## src/design/ptsws_pkg.sv

```systemverilog
// Shared types and constants of the process table sleep/wakeup scheduler.
`timescale 1ns / 1ps

package ptsws_pkg;

    // Table geometry
    localparam int TABLE_ENTRIES = 64;
    localparam int IDX_W         = $clog2(TABLE_ENTRIES);
    localparam int CNT_W         = $clog2(TABLE_ENTRIES + 1);

    // Field widths fixed by the stream format
    localparam int REQ_W   = 3;
    localparam int PIDX_W  = 6;
    localparam int CH_W    = 16;
    localparam int PRI_W   = 8;
    localparam int SFLAG_W = 2;
    localparam int STAT_W  = 2;
    localparam int SLOT_W  = 6;
    localparam int ID_W    = 16;
    localparam int WAKE_W  = 7;
    localparam int IN_DATA_W  = 40;
    localparam int OUT_DATA_W = 32;

    // Request codes
    localparam logic [REQ_W-1:0] REQ_SLEEP   = 3'd0;
    localparam logic [REQ_W-1:0] REQ_WAKEUP  = 3'd1;
    localparam logic [REQ_W-1:0] REQ_PICK    = 3'd2;
    localparam logic [REQ_W-1:0] REQ_LOADED  = 3'd3;
    localparam logic [REQ_W-1:0] REQ_CREATE  = 3'd4;
    localparam logic [REQ_W-1:0] REQ_RELEASE = 3'd5;

    // Entry status codes
    localparam logic [1:0] ST_EMPTY = 2'd0;
    localparam logic [1:0] ST_SLEEP = 2'd1;
    localparam logic [1:0] ST_WAIT  = 2'd2;
    localparam logic [1:0] ST_RUN   = 2'd3;

    // Result status codes
    localparam logic [STAT_W-1:0] RES_OK   = 2'd0;
    localparam logic [STAT_W-1:0] RES_IDLE = 2'd1;
    localparam logic [STAT_W-1:0] RES_FULL = 2'd2;

    // Swapper flag codes carried by a sleep request
    localparam logic [SFLAG_W-1:0] SWF_IN  = 2'd1;
    localparam logic [SFLAG_W-1:0] SWF_OUT = 2'd2;

    // Configuration register indexes
    localparam logic CFG_SWAPIN  = 1'b0;
    localparam logic CFG_SWAPOUT = 1'b1;

    // Pick only takes priorities below this limit
    localparam logic signed [PRI_W-1:0] PRI_LIMIT = 8'sd127;

    // Reset values of the channel registers
    localparam logic [CH_W-1:0] SWAPIN_RESET  = 16'd1;
    localparam logic [CH_W-1:0] SWAPOUT_RESET = 16'd2;

    // One process table entry as stored in the memory
    typedef struct packed {
        logic [1:0]             status;
        logic [CH_W-1:0]        channel;
        logic signed [PRI_W-1:0] prio;
        logic                   loaded;
    } entry_t;

endpackage

```

## src/design/process_table_sleep_wake_scheduler.sv

```systemverilog
// Top level of the process table sleep/wakeup scheduler.
`timescale 1ns / 1ps

// The process table lives in one 64-entry synchronous memory (registered read
// port, one read and one write per cycle); a single sequencer reads,
// modifies and writes entries back. Requests are taken one at a time. Release
// and unknown requests go straight to the result; sleep and set loaded first
// read the addressed entry. Pick and create stream through the table at one
// entry per cycle and then drain the read pipeline (create stops at the first
// empty entry). Wakeup streams through the table the same way, with a second
// pass for the swap-out channel; a sleep that wakes the swap-in channel runs
// the wakeup passes after it.
// A new request is taken while the previous result still waits on the output.
// Entries never written since reset read as empty through per-entry valid
// bits, so no clearing pass is needed after reset.
module process_table_sleep_wake_scheduler (
    input  logic                              clk,
    input  logic                              rst_n,
    // Configuration write port
    input  logic                              cfg_we,
    input  logic                              cfg_index,
    input  logic [ptsws_pkg::CH_W-1:0]        cfg_wdata,
    // Request stream
    input  logic                              s_axis_tvalid,
    output logic                              s_axis_tready,
    // proc_index[5:0], channel[21:6], priority_req[29:22], loaded[30],
    // swapper_flag[32:31], zero fill[39:33]
    input  logic [ptsws_pkg::IN_DATA_W-1:0]   s_axis_tdata,
    // req_type[2:0]
    input  logic [ptsws_pkg::REQ_W-1:0]       s_axis_tuser,
    // Result stream
    output logic                              m_axis_tvalid,
    input  logic                              m_axis_tready,
    // slot_index[5:0], new_id[21:6], wake_count[28:22], reschedule[29],
    // zero fill[31:30]
    output logic [ptsws_pkg::OUT_DATA_W-1:0]  m_axis_tdata,
    // status[1:0]
    output logic [ptsws_pkg::STAT_W-1:0]      m_axis_tuser
);

    typedef enum logic [2:0] {
        S_IDLE,
        S_SLEEP,
        S_LOADED,
        S_WAKE,
        S_PICK,
        S_CREATE,
        S_DONE
    } state_t;

    // Table memory and its registered read port
    ptsws_pkg::entry_t entry_mem [ptsws_pkg::TABLE_ENTRIES];
    ptsws_pkg::entry_t rd_data_reg;
    logic              rd_valid_reg;
    logic [ptsws_pkg::TABLE_ENTRIES-1:0] entry_valid_reg;

    logic                         mem_we;
    logic [ptsws_pkg::IDX_W-1:0]  mem_waddr;
    ptsws_pkg::entry_t            mem_wdata;
    logic                         mem_re;
    logic [ptsws_pkg::IDX_W-1:0]  mem_raddr;
    ptsws_pkg::entry_t            rd_entry;

    // Sequencer registers
    state_t                         state_reg, state_next;
    logic [ptsws_pkg::IDX_W-1:0]    scan_addr_reg, scan_addr_next;
    logic [ptsws_pkg::CNT_W-1:0]    scan_cnt_reg, scan_cnt_next;
    logic                           pend_reg, pend_next;
    logic [ptsws_pkg::IDX_W-1:0]    pend_addr_reg, pend_addr_next;
    logic [ptsws_pkg::CH_W-1:0]     wake_ch_reg, wake_ch_next;
    logic signed [ptsws_pkg::PRI_W-1:0] pri_reg, pri_next;
    logic [ptsws_pkg::SFLAG_W-1:0]  sflag_reg, sflag_next;
    logic                           ld_reg, ld_next;
    logic                           again_reg, again_next;
    logic signed [ptsws_pkg::PRI_W-1:0] best_reg, best_next;
    logic                           found_reg, found_next;
    logic [ptsws_pkg::CNT_W-1:0]    wake_cnt_reg, wake_cnt_next;
    logic [ptsws_pkg::STAT_W-1:0]   res_status_reg, res_status_next;
    logic [ptsws_pkg::IDX_W-1:0]    res_slot_reg, res_slot_next;
    logic [ptsws_pkg::ID_W-1:0]     res_id_reg, res_id_next;

    // Architectural state outside the table
    logic [ptsws_pkg::IDX_W-1:0]    last_chosen_reg, last_chosen_next;
    logic [ptsws_pkg::ID_W-1:0]     last_id_reg, last_id_next;
    logic                           swapin_waiting_reg, swapin_waiting_next;
    logic                           swapout_waiting_reg, swapout_waiting_next;
    logic [ptsws_pkg::CH_W-1:0]     swapin_channel_reg, swapin_channel_next;
    logic [ptsws_pkg::CH_W-1:0]     swapout_channel_reg, swapout_channel_next;

    // Output register
    logic                           m_tvalid_reg, m_tvalid_next;
    logic [ptsws_pkg::STAT_W-1:0]   out_status_reg, out_status_next;
    logic [ptsws_pkg::SLOT_W-1:0]   out_slot_reg, out_slot_next;
    logic [ptsws_pkg::ID_W-1:0]     out_id_reg, out_id_next;
    logic [ptsws_pkg::WAKE_W-1:0]   out_wake_reg, out_wake_next;
    logic                           out_resched_reg, out_resched_next;

    // Unpacked request fields
    logic [ptsws_pkg::REQ_W-1:0]        in_req;
    logic [ptsws_pkg::PIDX_W-1:0]       in_idx;
    logic [ptsws_pkg::CH_W-1:0]         in_ch;
    logic signed [ptsws_pkg::PRI_W-1:0] in_pri;
    logic                               in_ld;
    logic [ptsws_pkg::SFLAG_W-1:0]      in_sflag;
    logic                               in_table;
    logic [ptsws_pkg::IDX_W-1:0]        in_addr;
    logic                               out_free;
    logic                               scan_more;
    logic                               swin;
    logic                               swout;

    // Next table index with wrap-around
    function automatic logic [ptsws_pkg::IDX_W-1:0] next_index(
        input logic [ptsws_pkg::IDX_W-1:0] a);
        logic [ptsws_pkg::IDX_W-1:0] n;
        if (a == ptsws_pkg::IDX_W'(ptsws_pkg::TABLE_ENTRIES - 1)) begin
            n = '0;
        end
        else begin
            n = ptsws_pkg::IDX_W'(a + 1'b1);
        end
        return n;
    endfunction

    assign in_req   = s_axis_tuser;
    assign in_idx   = s_axis_tdata[5:0];
    assign in_ch    = s_axis_tdata[21:6];
    assign in_pri   = $signed(s_axis_tdata[29:22]);
    assign in_ld    = s_axis_tdata[30];
    assign in_sflag = s_axis_tdata[32:31];
    assign in_table = (32'(in_idx) < ptsws_pkg::TABLE_ENTRIES);
    assign in_addr  = ptsws_pkg::IDX_W'(in_idx);

    // Entries never written since reset read as empty and zero
    assign rd_entry  = rd_valid_reg ? rd_data_reg : '0;
    assign out_free  = !m_tvalid_reg || m_axis_tready;
    assign scan_more = (scan_cnt_reg != ptsws_pkg::CNT_W'(ptsws_pkg::TABLE_ENTRIES));

    assign s_axis_tready = (state_reg == S_IDLE);
    assign m_axis_tvalid = m_tvalid_reg;
    assign m_axis_tuser  = out_status_reg;
    assign m_axis_tdata  = {2'b00, out_resched_reg, out_wake_reg, out_id_reg, out_slot_reg};

    // Sequencer next-state and memory access logic
    always_comb
    begin
        state_next           = state_reg;
        scan_addr_next       = scan_addr_reg;
        scan_cnt_next        = scan_cnt_reg;
        pend_next            = 1'b0;
        pend_addr_next       = pend_addr_reg;
        wake_ch_next         = wake_ch_reg;
        pri_next             = pri_reg;
        sflag_next           = sflag_reg;
        ld_next              = ld_reg;
        again_next           = again_reg;
        best_next            = best_reg;
        found_next           = found_reg;
        wake_cnt_next        = wake_cnt_reg;
        res_status_next      = res_status_reg;
        res_slot_next        = res_slot_reg;
        res_id_next          = res_id_reg;
        last_chosen_next     = last_chosen_reg;
        last_id_next         = last_id_reg;
        swapin_waiting_next  = swapin_waiting_reg;
        swapout_waiting_next = swapout_waiting_reg;
        swapin_channel_next  = swapin_channel_reg;
        swapout_channel_next = swapout_channel_reg;
        m_tvalid_next        = m_tvalid_reg;
        out_status_next      = out_status_reg;
        out_slot_next        = out_slot_reg;
        out_id_next          = out_id_reg;
        out_wake_next        = out_wake_reg;
        out_resched_next     = out_resched_reg;
        mem_we               = 1'b0;
        mem_waddr            = pend_addr_reg;
        mem_wdata            = rd_entry;
        mem_re               = 1'b0;
        mem_raddr            = scan_addr_reg;
        swin                 = swapin_waiting_reg | (sflag_reg == ptsws_pkg::SWF_IN);
        swout                = swapout_waiting_reg | (sflag_reg == ptsws_pkg::SWF_OUT);

        // Configuration writes
        if (cfg_we) begin
            unique case (cfg_index)
                ptsws_pkg::CFG_SWAPIN:  swapin_channel_next  = cfg_wdata;
                ptsws_pkg::CFG_SWAPOUT: swapout_channel_next = cfg_wdata;
                default: ;
            endcase
        end

        // Result taken downstream
        if (m_tvalid_reg && m_axis_tready) begin
            m_tvalid_next = 1'b0;
        end

        unique case (state_reg)
            S_IDLE:
            begin
                if (s_axis_tvalid) begin
                    res_status_next = ptsws_pkg::RES_OK;
                    res_slot_next   = '0;
                    res_id_next     = '0;
                    wake_cnt_next   = '0;
                    again_next      = 1'b0;
                    found_next      = 1'b0;
                    best_next       = ptsws_pkg::PRI_LIMIT;
                    scan_cnt_next   = '0;
                    scan_addr_next  = '0;
                    pend_addr_next  = in_addr;
                    wake_ch_next    = in_ch;
                    pri_next        = in_pri;
                    sflag_next      = in_sflag;
                    ld_next         = in_ld;
                    state_next      = S_DONE;
                    unique case (in_req)
                        ptsws_pkg::REQ_SLEEP:
                        begin
                            if (in_table) begin
                                mem_re     = 1'b1;
                                mem_raddr  = in_addr;
                                state_next = S_SLEEP;
                            end
                        end
                        ptsws_pkg::REQ_WAKEUP:
                        begin
                            state_next = S_WAKE;
                        end
                        ptsws_pkg::REQ_PICK:
                        begin
                            scan_addr_next = next_index(last_chosen_reg);
                            state_next     = S_PICK;
                        end
                        ptsws_pkg::REQ_LOADED:
                        begin
                            if (in_table) begin
                                mem_re     = 1'b1;
                                mem_raddr  = in_addr;
                                state_next = S_LOADED;
                            end
                        end
                        ptsws_pkg::REQ_CREATE:
                        begin
                            state_next = S_CREATE;
                        end
                        ptsws_pkg::REQ_RELEASE:
                        begin
                            if (in_table) begin
                                mem_we    = 1'b1;
                                mem_waddr = in_addr;
                                mem_wdata = '0;
                            end
                        end
                        default: ;
                    endcase
                end
            end

            // Sleep: the entry read last cycle is rewritten unless it is empty, and may wake the swap-in channel
            S_SLEEP:
            begin
                state_next = S_DONE;
                if (rd_entry.status != ptsws_pkg::ST_EMPTY) begin
                    mem_we            = 1'b1;
                    mem_wdata.status  = pri_reg[ptsws_pkg::PRI_W-1] ? ptsws_pkg::ST_SLEEP
                                                                    : ptsws_pkg::ST_WAIT;
                    mem_wdata.channel = wake_ch_reg;
                    mem_wdata.prio    = pri_reg;
                    swapout_waiting_next = swout;
                    swapin_waiting_next  = swin;
                    if (!pri_reg[ptsws_pkg::PRI_W-1] && swin) begin
                        swapin_waiting_next = 1'b0;
                        wake_ch_next        = swapin_channel_reg;
                        state_next          = S_WAKE;
                    end
                end
            end

            // Set loaded: read-modify-write of the addressed entry
            S_LOADED:
            begin
                mem_we           = 1'b1;
                mem_wdata.loaded = ld_reg;
                state_next       = S_DONE;
            end

            // Wakeup pass: stream through the table, one entry per cycle
            S_WAKE:
            begin
                if (pend_reg && rd_entry.channel == wake_ch_reg) begin
                    mem_we            = 1'b1;
                    mem_wdata.status  = ptsws_pkg::ST_RUN;
                    mem_wdata.channel = '0;
                    wake_cnt_next     = ptsws_pkg::CNT_W'(wake_cnt_reg + 1'b1);
                    if (swapout_waiting_reg && !rd_entry.loaded) begin
                        swapout_waiting_next = 1'b0;
                        again_next           = 1'b1;
                    end
                end
                if (wake_ch_reg != '0 && scan_more) begin
                    mem_re         = 1'b1;
                    pend_next      = 1'b1;
                    pend_addr_next = scan_addr_reg;
                    scan_addr_next = next_index(scan_addr_reg);
                    scan_cnt_next  = ptsws_pkg::CNT_W'(scan_cnt_reg + 1'b1);
                end
                else if (!pend_reg) begin
                    if (again_reg) begin
                        // Second pass on the swap-out channel
                        again_next     = 1'b0;
                        wake_ch_next   = swapout_channel_reg;
                        scan_addr_next = '0;
                        scan_cnt_next  = '0;
                    end
                    else begin
                        state_next = S_DONE;
                    end
                end
            end

            // Pick: round-robin scan for the lowest priority runnable, loaded entry
            S_PICK:
            begin
                if (pend_reg && rd_entry.status == ptsws_pkg::ST_RUN && rd_entry.loaded
                    && rd_entry.prio < best_reg) begin
                    best_next     = rd_entry.prio;
                    res_slot_next = pend_addr_reg;
                    found_next    = 1'b1;
                end
                if (scan_more) begin
                    mem_re         = 1'b1;
                    pend_next      = 1'b1;
                    pend_addr_next = scan_addr_reg;
                    scan_addr_next = next_index(scan_addr_reg);
                    scan_cnt_next  = ptsws_pkg::CNT_W'(scan_cnt_reg + 1'b1);
                end
                else if (!pend_reg) begin
                    if (found_reg) begin
                        last_chosen_next = res_slot_reg;
                    end
                    else begin
                        res_status_next = ptsws_pkg::RES_IDLE;
                    end
                    state_next = S_DONE;
                end
            end

            // Create: claim the first empty entry
            S_CREATE:
            begin
                priority if (pend_reg && rd_entry.status == ptsws_pkg::ST_EMPTY) begin
                    mem_we           = 1'b1;
                    mem_wdata.status = ptsws_pkg::ST_RUN;
                    mem_wdata.channel = '0;
                    mem_wdata.prio   = '0;
                    mem_wdata.loaded = 1'b1;
                    last_id_next     = ptsws_pkg::ID_W'(last_id_reg + 1'b1);
                    res_id_next      = ptsws_pkg::ID_W'(last_id_reg + 1'b1);
                    res_slot_next    = pend_addr_reg;
                    state_next       = S_DONE;
                end
                else if (scan_more) begin
                    mem_re         = 1'b1;
                    pend_next      = 1'b1;
                    pend_addr_next = scan_addr_reg;
                    scan_addr_next = next_index(scan_addr_reg);
                    scan_cnt_next  = ptsws_pkg::CNT_W'(scan_cnt_reg + 1'b1);
                end
                else if (!pend_reg) begin
                    res_status_next = ptsws_pkg::RES_FULL;
                    state_next      = S_DONE;
                end
            end

            // Hand the result to the output register once it is free
            S_DONE:
            begin
                if (out_free) begin
                    m_tvalid_next    = 1'b1;
                    out_status_next  = res_status_reg;
                    out_slot_next    = ptsws_pkg::SLOT_W'(res_slot_reg);
                    out_id_next      = res_id_reg;
                    out_wake_next    = ptsws_pkg::WAKE_W'(wake_cnt_reg);
                    out_resched_next = (wake_cnt_reg != '0);
                    state_next       = S_IDLE;
                end
            end

            default: state_next = S_IDLE;
        endcase
    end

    // Table memory: one write and one registered read per cycle
    always_ff @(posedge clk)
    begin
        if (mem_we) begin
            entry_mem[mem_waddr] <= mem_wdata;
        end
        if (mem_re) begin
            rd_data_reg <= entry_mem[mem_raddr];
        end
    end

    // Control state, valid bits and registered outputs
    always_ff @(posedge clk or negedge rst_n)
    begin
        if (!rst_n) begin
            state_reg           <= S_IDLE;
            entry_valid_reg     <= '0;
            rd_valid_reg        <= 1'b0;
            scan_addr_reg       <= '0;
            scan_cnt_reg        <= '0;
            pend_reg            <= 1'b0;
            pend_addr_reg       <= '0;
            wake_ch_reg         <= '0;
            pri_reg             <= '0;
            sflag_reg           <= '0;
            ld_reg              <= 1'b0;
            again_reg           <= 1'b0;
            best_reg            <= ptsws_pkg::PRI_LIMIT;
            found_reg           <= 1'b0;
            wake_cnt_reg        <= '0;
            res_status_reg      <= ptsws_pkg::RES_OK;
            res_slot_reg        <= '0;
            res_id_reg          <= '0;
            last_chosen_reg     <= '0;
            last_id_reg         <= '0;
            swapin_waiting_reg  <= 1'b0;
            swapout_waiting_reg <= 1'b0;
            swapin_channel_reg  <= ptsws_pkg::SWAPIN_RESET;
            swapout_channel_reg <= ptsws_pkg::SWAPOUT_RESET;
            m_tvalid_reg        <= 1'b0;
            out_status_reg      <= ptsws_pkg::RES_OK;
            out_slot_reg        <= '0;
            out_id_reg          <= '0;
            out_wake_reg        <= '0;
            out_resched_reg     <= 1'b0;
        end
        else begin
            if (mem_we) begin
                entry_valid_reg[mem_waddr] <= 1'b1;
            end
            if (mem_re) begin
                rd_valid_reg <= entry_valid_reg[mem_raddr];
            end
            state_reg           <= state_next;
            scan_addr_reg       <= scan_addr_next;
            scan_cnt_reg        <= scan_cnt_next;
            pend_reg            <= pend_next;
            pend_addr_reg       <= pend_addr_next;
            wake_ch_reg         <= wake_ch_next;
            pri_reg             <= pri_next;
            sflag_reg           <= sflag_next;
            ld_reg              <= ld_next;
            again_reg           <= again_next;
            best_reg            <= best_next;
            found_reg           <= found_next;
            wake_cnt_reg        <= wake_cnt_next;
            res_status_reg      <= res_status_next;
            res_slot_reg        <= res_slot_next;
            res_id_reg          <= res_id_next;
            last_chosen_reg     <= last_chosen_next;
            last_id_reg         <= last_id_next;
            swapin_waiting_reg  <= swapin_waiting_next;
            swapout_waiting_reg <= swapout_waiting_next;
            swapin_channel_reg  <= swapin_channel_next;
            swapout_channel_reg <= swapout_channel_next;
            m_tvalid_reg        <= m_tvalid_next;
            out_status_reg      <= out_status_next;
            out_slot_reg        <= out_slot_next;
            out_id_reg          <= out_id_next;
            out_wake_reg        <= out_wake_next;
            out_resched_reg     <= out_resched_next;
        end
    end

endmodule
```

## config.mk

```make
export PLATFORM = sky130hd
export DESIGN_NAME = process_table_sleep_wake_scheduler
export DESIGN_NICKNAME = d
export VERILOG_FILES = /design/src/design/ptsws_pkg.sv /design/src/design/process_table_sleep_wake_scheduler.sv
export SDC_FILE = /design/constraint.sdc
export NUM_CORES = 2
export LEC_CHECK = 0
export BUFFER_PORTS_ARGS = -buffer_cell sky130_fd_sc_hd__buf_2
export CAP_MARGIN = 10
export CORE_ASPECT_RATIO = 0.6
export CORE_MARGIN = 2
export CORE_UTILIZATION = 51
export DETAILED_ROUTE_END_ITERATION = 8
export GPL_ROUTABILITY_DRIVEN = 0
export MAX_ROUTING_LAYER = met4
export PLACE_DENSITY = 0.73
export SKIP_LAST_GASP = 1
export SLEW_MARGIN = 5
export SYNTH_ARGS = -nofsm -noshare
export SYNTH_HDL_FRONTEND = slang
export SYNTH_SLANG_ARGS = --single-unit
export TNS_END_PERCENT = 30
```

## constraint.sdc

```tcl
create_clock -name clk -period 8.3 [get_ports clk]
set_clock_uncertainty 0.05 [all_clocks]
set_input_delay 0.415 -clock clk [delete_from_list [all_inputs] [get_ports clk]]
set_output_delay 0.415 -clock clk [all_outputs]
set_load 0.03 [all_outputs]
```

==> Yosys cells after proc, flatten, opt, wreduce, memory -nomap -nowiden <==
Memories as Yosys holds them, arrays and structs flattened. A register that Yosys moved wholly into a read port is not among the register bits.
Index checks and enable logic that the tools add are counted.
{ "op_classes": {"n_lt_le_gt_ge": 4, "n_addsub": 5, "reduce_logical": 46, "n_eq_ne": 39, "n_bitwise": 6, "muxes": 113} }
{ "ops": {"columns": ["operator", "count"], "rows": [
  ["$mux W6", 22],
  ["$mux W16", 8],
  ["$mux W27", 4],
  ["$pmux W18 S4", 1],
  ["$or A64 B64 Y64", 1],
  ["$mux W7", 7],
  ["$pmux W16 S3", 1],
  ["$pmux W6 S4", 2],
  ["$ne A2 B2 Y1 const B", 19],
  ["$pmux W16 S2", 1],
  ["$mux W3", 10],
  ["$mux W1", 28],
  ["$pmux W7 S4", 1],
  ["$mux W26", 1],
  ["$pmux W8 S3", 1],
  ["$pmux W3 S7", 1],
  ["$mux W18", 1],
  ["$pmux W6 S3", 1],
  ["$add A16 B1 Y16 const B", 1],
  ["$eq A16 B16 Y1", 1],
  ["$mux W2", 8],
  ["$mux W8", 2],
  ["$pmux W8 S2", 1],
  ["$reduce_and A4 Y1", 4],
  ["other kinds (40)", 86]
]} }
{ "totals": {"memories": 1, "regBits": 245, "mem_bits_rw": 1728, "input_bits": 65} }
{ "mem_list": {"columns": ["memory", "depth", "width", "rd", "rd_ports_with_merged_regs", "wr", "line_no", "rtl"], "rows": [
  ["entry_mem", 64, 27, 1, 1, 1, "process_table_sleep_wake_scheduler.sv:52", "ptsws_pkg::entry_t entry_mem [ptsws_pkg::TABLE_ENTRIES];"]
]} }

==> Depth between registers and ports, before layout <==
{ "logic_depth": {"word_depth": 9, "ltp_mapped": 14, "depth_no_buf": 10} }

==> Worst setup path before layout <==
No wires, ideal clock.
{ "synth_timing": {"path_kind": "reg2reg", "start": "register rd_valid_reg", "end": "memory entry_mem[0][3] (netlist bit) (data pin)", "setup_ns": 0.702, "required_ns": 7.548, "stages_incl_launch_ff": 10, "slack_ns": 3.443, "arrival_time_ns": 4.106, "path_cell_list": "dfrtp_1 -> clkbuf_1 -> clkbuf_1 -> o21ai_0 -> clkbuf_1 -> nand3_1 -> o21ai_0 -> nand2_1 -> a21oi_1 -> o21ai_0"} }
{ "synth_rtl": {"columns": ["item", "line_no", "rtl"], "rows": [
  ["start, declared", "process_table_sleep_wake_scheduler.sv:54", "logic rd_valid_reg;"],
  ["start signal, assigned", "process_table_sleep_wake_scheduler.sv:444", "rd_valid_reg <= entry_valid_reg[mem_raddr];"],
  ["end, declared", "process_table_sleep_wake_scheduler.sv:52", null]
]} }

==> Worst setup path in the final report <==
{ "layout_timing": {"start": "register state_reg[1]", "end": "register rd_data_reg[17] (netlist name)"} }
{ "layout_via": {"elab_chain_len": 2, "word_cells_on_any_way": 6} }
{ "layout_lines": {"columns": ["item", "line_no", "rtl"], "rows": [
  ["start, declared", "process_table_sleep_wake_scheduler.sv:65", "state_t state_reg, state_next;"],
  ["start signal, assigned", "process_table_sleep_wake_scheduler.sv:446", "state_reg <= state_next;"],
  ["$eq A3 B3 Y1, or another cell as far along", "process_table_sleep_wake_scheduler.sv:197", "unique case (state_reg)"],
  ["$pmux W1 S4 / $mux W6 (equally long branches)", "process_table_sleep_wake_scheduler.sv:197", null]
]} }
Parallel ways exist; a longest one is shown, timed or not.
A chain may end at the register's enable or synchronous reset.

==> flow_metrics.py <==
metrics = {
    "synthesis": {
        "avgSynthCellArea_um2": 13.99,
        "synth_async_sr_flop_share": 0.1225,
        "synth_flop_cell": "edfxtp_1",
        "yosys_warnings": 0,
        "synth_seq_cells": 2000,
        "ys_types": 78,
        "netlist_instances": 5851,
        "synth_edf_count": 1755,
        "synth_seq_area_share": 0.7188,
        "synth_area_mm2": 0.08187,
    },
    "floorplanning": {
        "start_util": 0.5156,
        "pin_count": 101,
        "dieArea_mm2": 0.1638,
        "core_mm2": 0.1588,
        "die_x_um": 521.2,
        "core.rowCount": 113,
        "chipHeight_um": 314.3,
    },
    "clock_network": {
        "htreeDepth": 4,
        "tritoncts": "built",
        "cts_root_buffer": "clkbuf_16",
        "insertion_delay_ps": 810,
        "path_clk_slew_ps": 70,
        "clk_path_buf_depth": 3,
        "clock_sinks": 2000,
        "cts_buffers": 164,
    },
    "worst_setup_path": {
        "crit_type": "register to register",
        "critical_path.endpoint_type": "register",
        "crit_chain": "or4b_4 -> o31ai_4 -> buf_4 -> buf_4 -> nand2_8 -> buf_4 -> a211oi_1 -> a221oi_1 -> a21boi_1 -> nand4_1",
        "worstPathRequired_ps": 8720,
        "reg2reg_setup_slack_ps": 2390,
        "crit_arrival_ps": 6330,
        "start_kind": "register",
        "cp_max_fo": 64,
        "cp_slowest_cell": "or4b_4",
        "cpMostUsedCell": "buf_4",
        "max_stage_delay_ps": 990,
    },
    "drt": {
        "wl_met1_mm": 93.70,
        "routed-wl-met2_mm": 101.0,
        "drtPass1Iterations": 6,
        "wl_per_cell_um": 29.92,
        "routed-wl-met3_mm": 41.03,
        "viasPerCell": 6.706,
        "routed_wl_mm": 242.9,
        "drt_first_iter_violations": 9682,
        "drc": 0,
        "vias": 54450,
        "top_layer_used": "met4",
        "ant_nets": 0,
    },
    "layout": {
        "final_common_cell": "edfxtp_1",
        "syn2layout_area_growth_pct": 11.14,
        "fillers": 12040,
        "largest_register_ff_count": 1728,
        "final_cell_mix": "1755 x edfxtp_1, 485 x nand3_1, 467 x a21oi_1, 381 x o21ai_0, 368 x nand2_1",
        "layout-drive-gt1-share": 0.1217,
        "nets": 5924,
        "design_area_mm2": 0.09099,
        "fin_cells": 8119,
        "utilization": 0.5731,
    },
    "global_routing": {
        "antenna_found_initial": 18,
        "grt_max_degree": 183,
        "overflow": 0,
        "grt_use_total": 0.3011,
        "grt_pass1_vias": 51340,
        "grt_pass1_wl_mm": 350.7,
    },
    "placement": {
        "io_buffers": 91,
        "placed_cell_area_mm2": 0.08518,
        "hpwlAfterDp_mm": 132.1,
        "dp_cells": 7756,
    },
    "timing": {
        "fin_crit_ps": 5909,
        "finalHoldViolCount": 0,
        "fin_hold_ws_ps": 41.26,
        "setup_viol": 0,
        "drv_slew": 0,
        "finalCritPeriodShare": 0.7119,
        "worst-slew-pin-transition_ps": 1383,
        "max_freq_ghz": 0.1692,
        "relSlewSlack": 0.07793,
        "fin_setup_tns_ps": 0,
        "rsz0062_at_grt": "false",
    },
    "min_path": {
        "hold_path_class": "primary input to register",
    },
    "power": {
        "p_leak_uw": 0.03126,
        "peakVddDrop_mv": 0.3889,
        "powerDensity_mw_per_mm2": 332.3,
    },
    "job": {
        "drv_cap": 0,
    },
    "outcome": {
        "status": "finished clean",
    },
}
==> per-stage QoR <==
stage / setup slack [ps] / total power (uW)
after global placement: 2836 / 21950
after CTS: 2660 / 29890
after detailed placement: 2658 / 22220
after floorplan: 3443 / 18820
after global routing: 2287 / 31020
final: 2392 / 30240
==> critical path: cells and delay by family, from the launching register on <==
kind | cells | cell delay [ps]
and+or+nand+nor | 3 | 1620
AOI/OAI and AO/OA | 4 | 1600
DFF | 1 | 740
buffers and inverters | 3 | 1480
==> logic make-up after synthesis <==
logic type                 count (synthesis)  share of synthesized area
buffers and inverters                    518                    0.02574
other                                      1                 0.00004581
xor gates and xnor gates                  40                   0.004371
DFF                                     2000                     0.7188
muxes                                    395                    0.04995
adders and majority gates                 14                   0.002109
AOI/OAI and AO/OA                       1706                     0.1302
and+or+nand+nor                         1177                    0.06885
==> power breakdown <==
| part | internal, uW | switching [uW] |
|---|---|---|
| clock | 4170 | 3650 |
| sequential | 13400 | 509 |
| combinational | 2110 | 6420 |
==> synthesized netlist by cell type, types with 6 or more instances <==
cell	instances	area [um^2]
a211oi_1	62	465.5
o22ai_1	10	62.56
a22o_1	22	192.7
and2_1	6	37.54
a222oi_1	55	550.5
a31o_2	7	61.31
mux2_2	85	957.2
and3_1	66	412.9
a2111oi_0	12	105.1
a221oi_1	56	490.5
a31oi_1	120	750.7
a22oi_1	8	60.06
nand3_1	486	2432
nand2b_1	26	162.7
a21oi_1	468	2342
o21ai_0	389	1947
o31ai_1	16	120.1
nand3b_1	7	52.55
nand4_1	38	237.7
o41ai_1	108	945.9
nor3_1	13	65.06
a32oi_1	6	52.55
edfxtp_1	1755	52700
buf_6	6	67.56
o211ai_1	9	67.56
inv_1	48	180.2
nand2_1	368	1381
dfstp_2	9	236.5
o21bai_1	66	495.5
nor4_1	9	56.30
xor2_1	17	148.9
nor2b_1	7	43.79
o21ai_1	137	685.7
a21boi_1	106	795.8
o311ai_1	9	78.83
buf_1	42	157.7
a32o_1	10	100.1
buf_2	79	395.4
clkbuf_1	338	1269
nor2_1	115	431.7
xnor2_1	22	192.7
mux2i_1	307	3073
dfrtp_1	236	5906
or4_1	6	45.04
ha_1	13	162.7
==> cell type report <==
class	count	area, um^2	share of cell area
sequential	2000	58840	0.6467
tap	2127	2661	0.02925
timing repair buffer	298	2295	0.02522
antenna	11	27.53	0.0003025
multi-input combinational	3334	21730	0.2388
inverter	48	180.2	0.001980
clock inverter	84	772.0	0.008484
clock buffer	217	4479	0.04923
==> layer usage <==
layer / vias to the layer above / track usage
met4: 0 / 0.08992
met3: 531 / 0.1215
met2: 4118 / 0.4024
li1: 22800 / -
met5: - / -
met1: 27000 / 0.4206
==> final timing paths <==
| path | to | depth (start not counted) | start |
|---|---|---|---|
| min reg2reg | entry_valid_reg[56]$_DFFE_PN0P_ | 1 | entry_valid_reg[56]$_DFFE_PN0P_ |
| max in group asynchronous | entry_valid_reg[33]$_DFFE_PN0P_ | 3 | rst_n |
| max | rd_data_reg[17]$_DFFE_PP_ | 10 | state_reg[1]$_DFFE_PN0P_ |
| min | pend_addr_reg[4]$_DFFE_PN0P_ | 3 | s_axis_tdata[4] |
| min in group asynchronous | out_id_reg[5]$_DFFE_PN0P_ | 2 | rst_n |
| max reg2reg | rd_data_reg[17]$_DFFE_PP_ | 10 | state_reg[1]$_DFFE_PN0P_ |
==> repair_timing <==
item	CTS	global route
hold buffers	47	0
gates resized for setup	0	0
setup buffers	0	0
hold endpoints to repair	170	0
(Power assumes the default switching activity.)
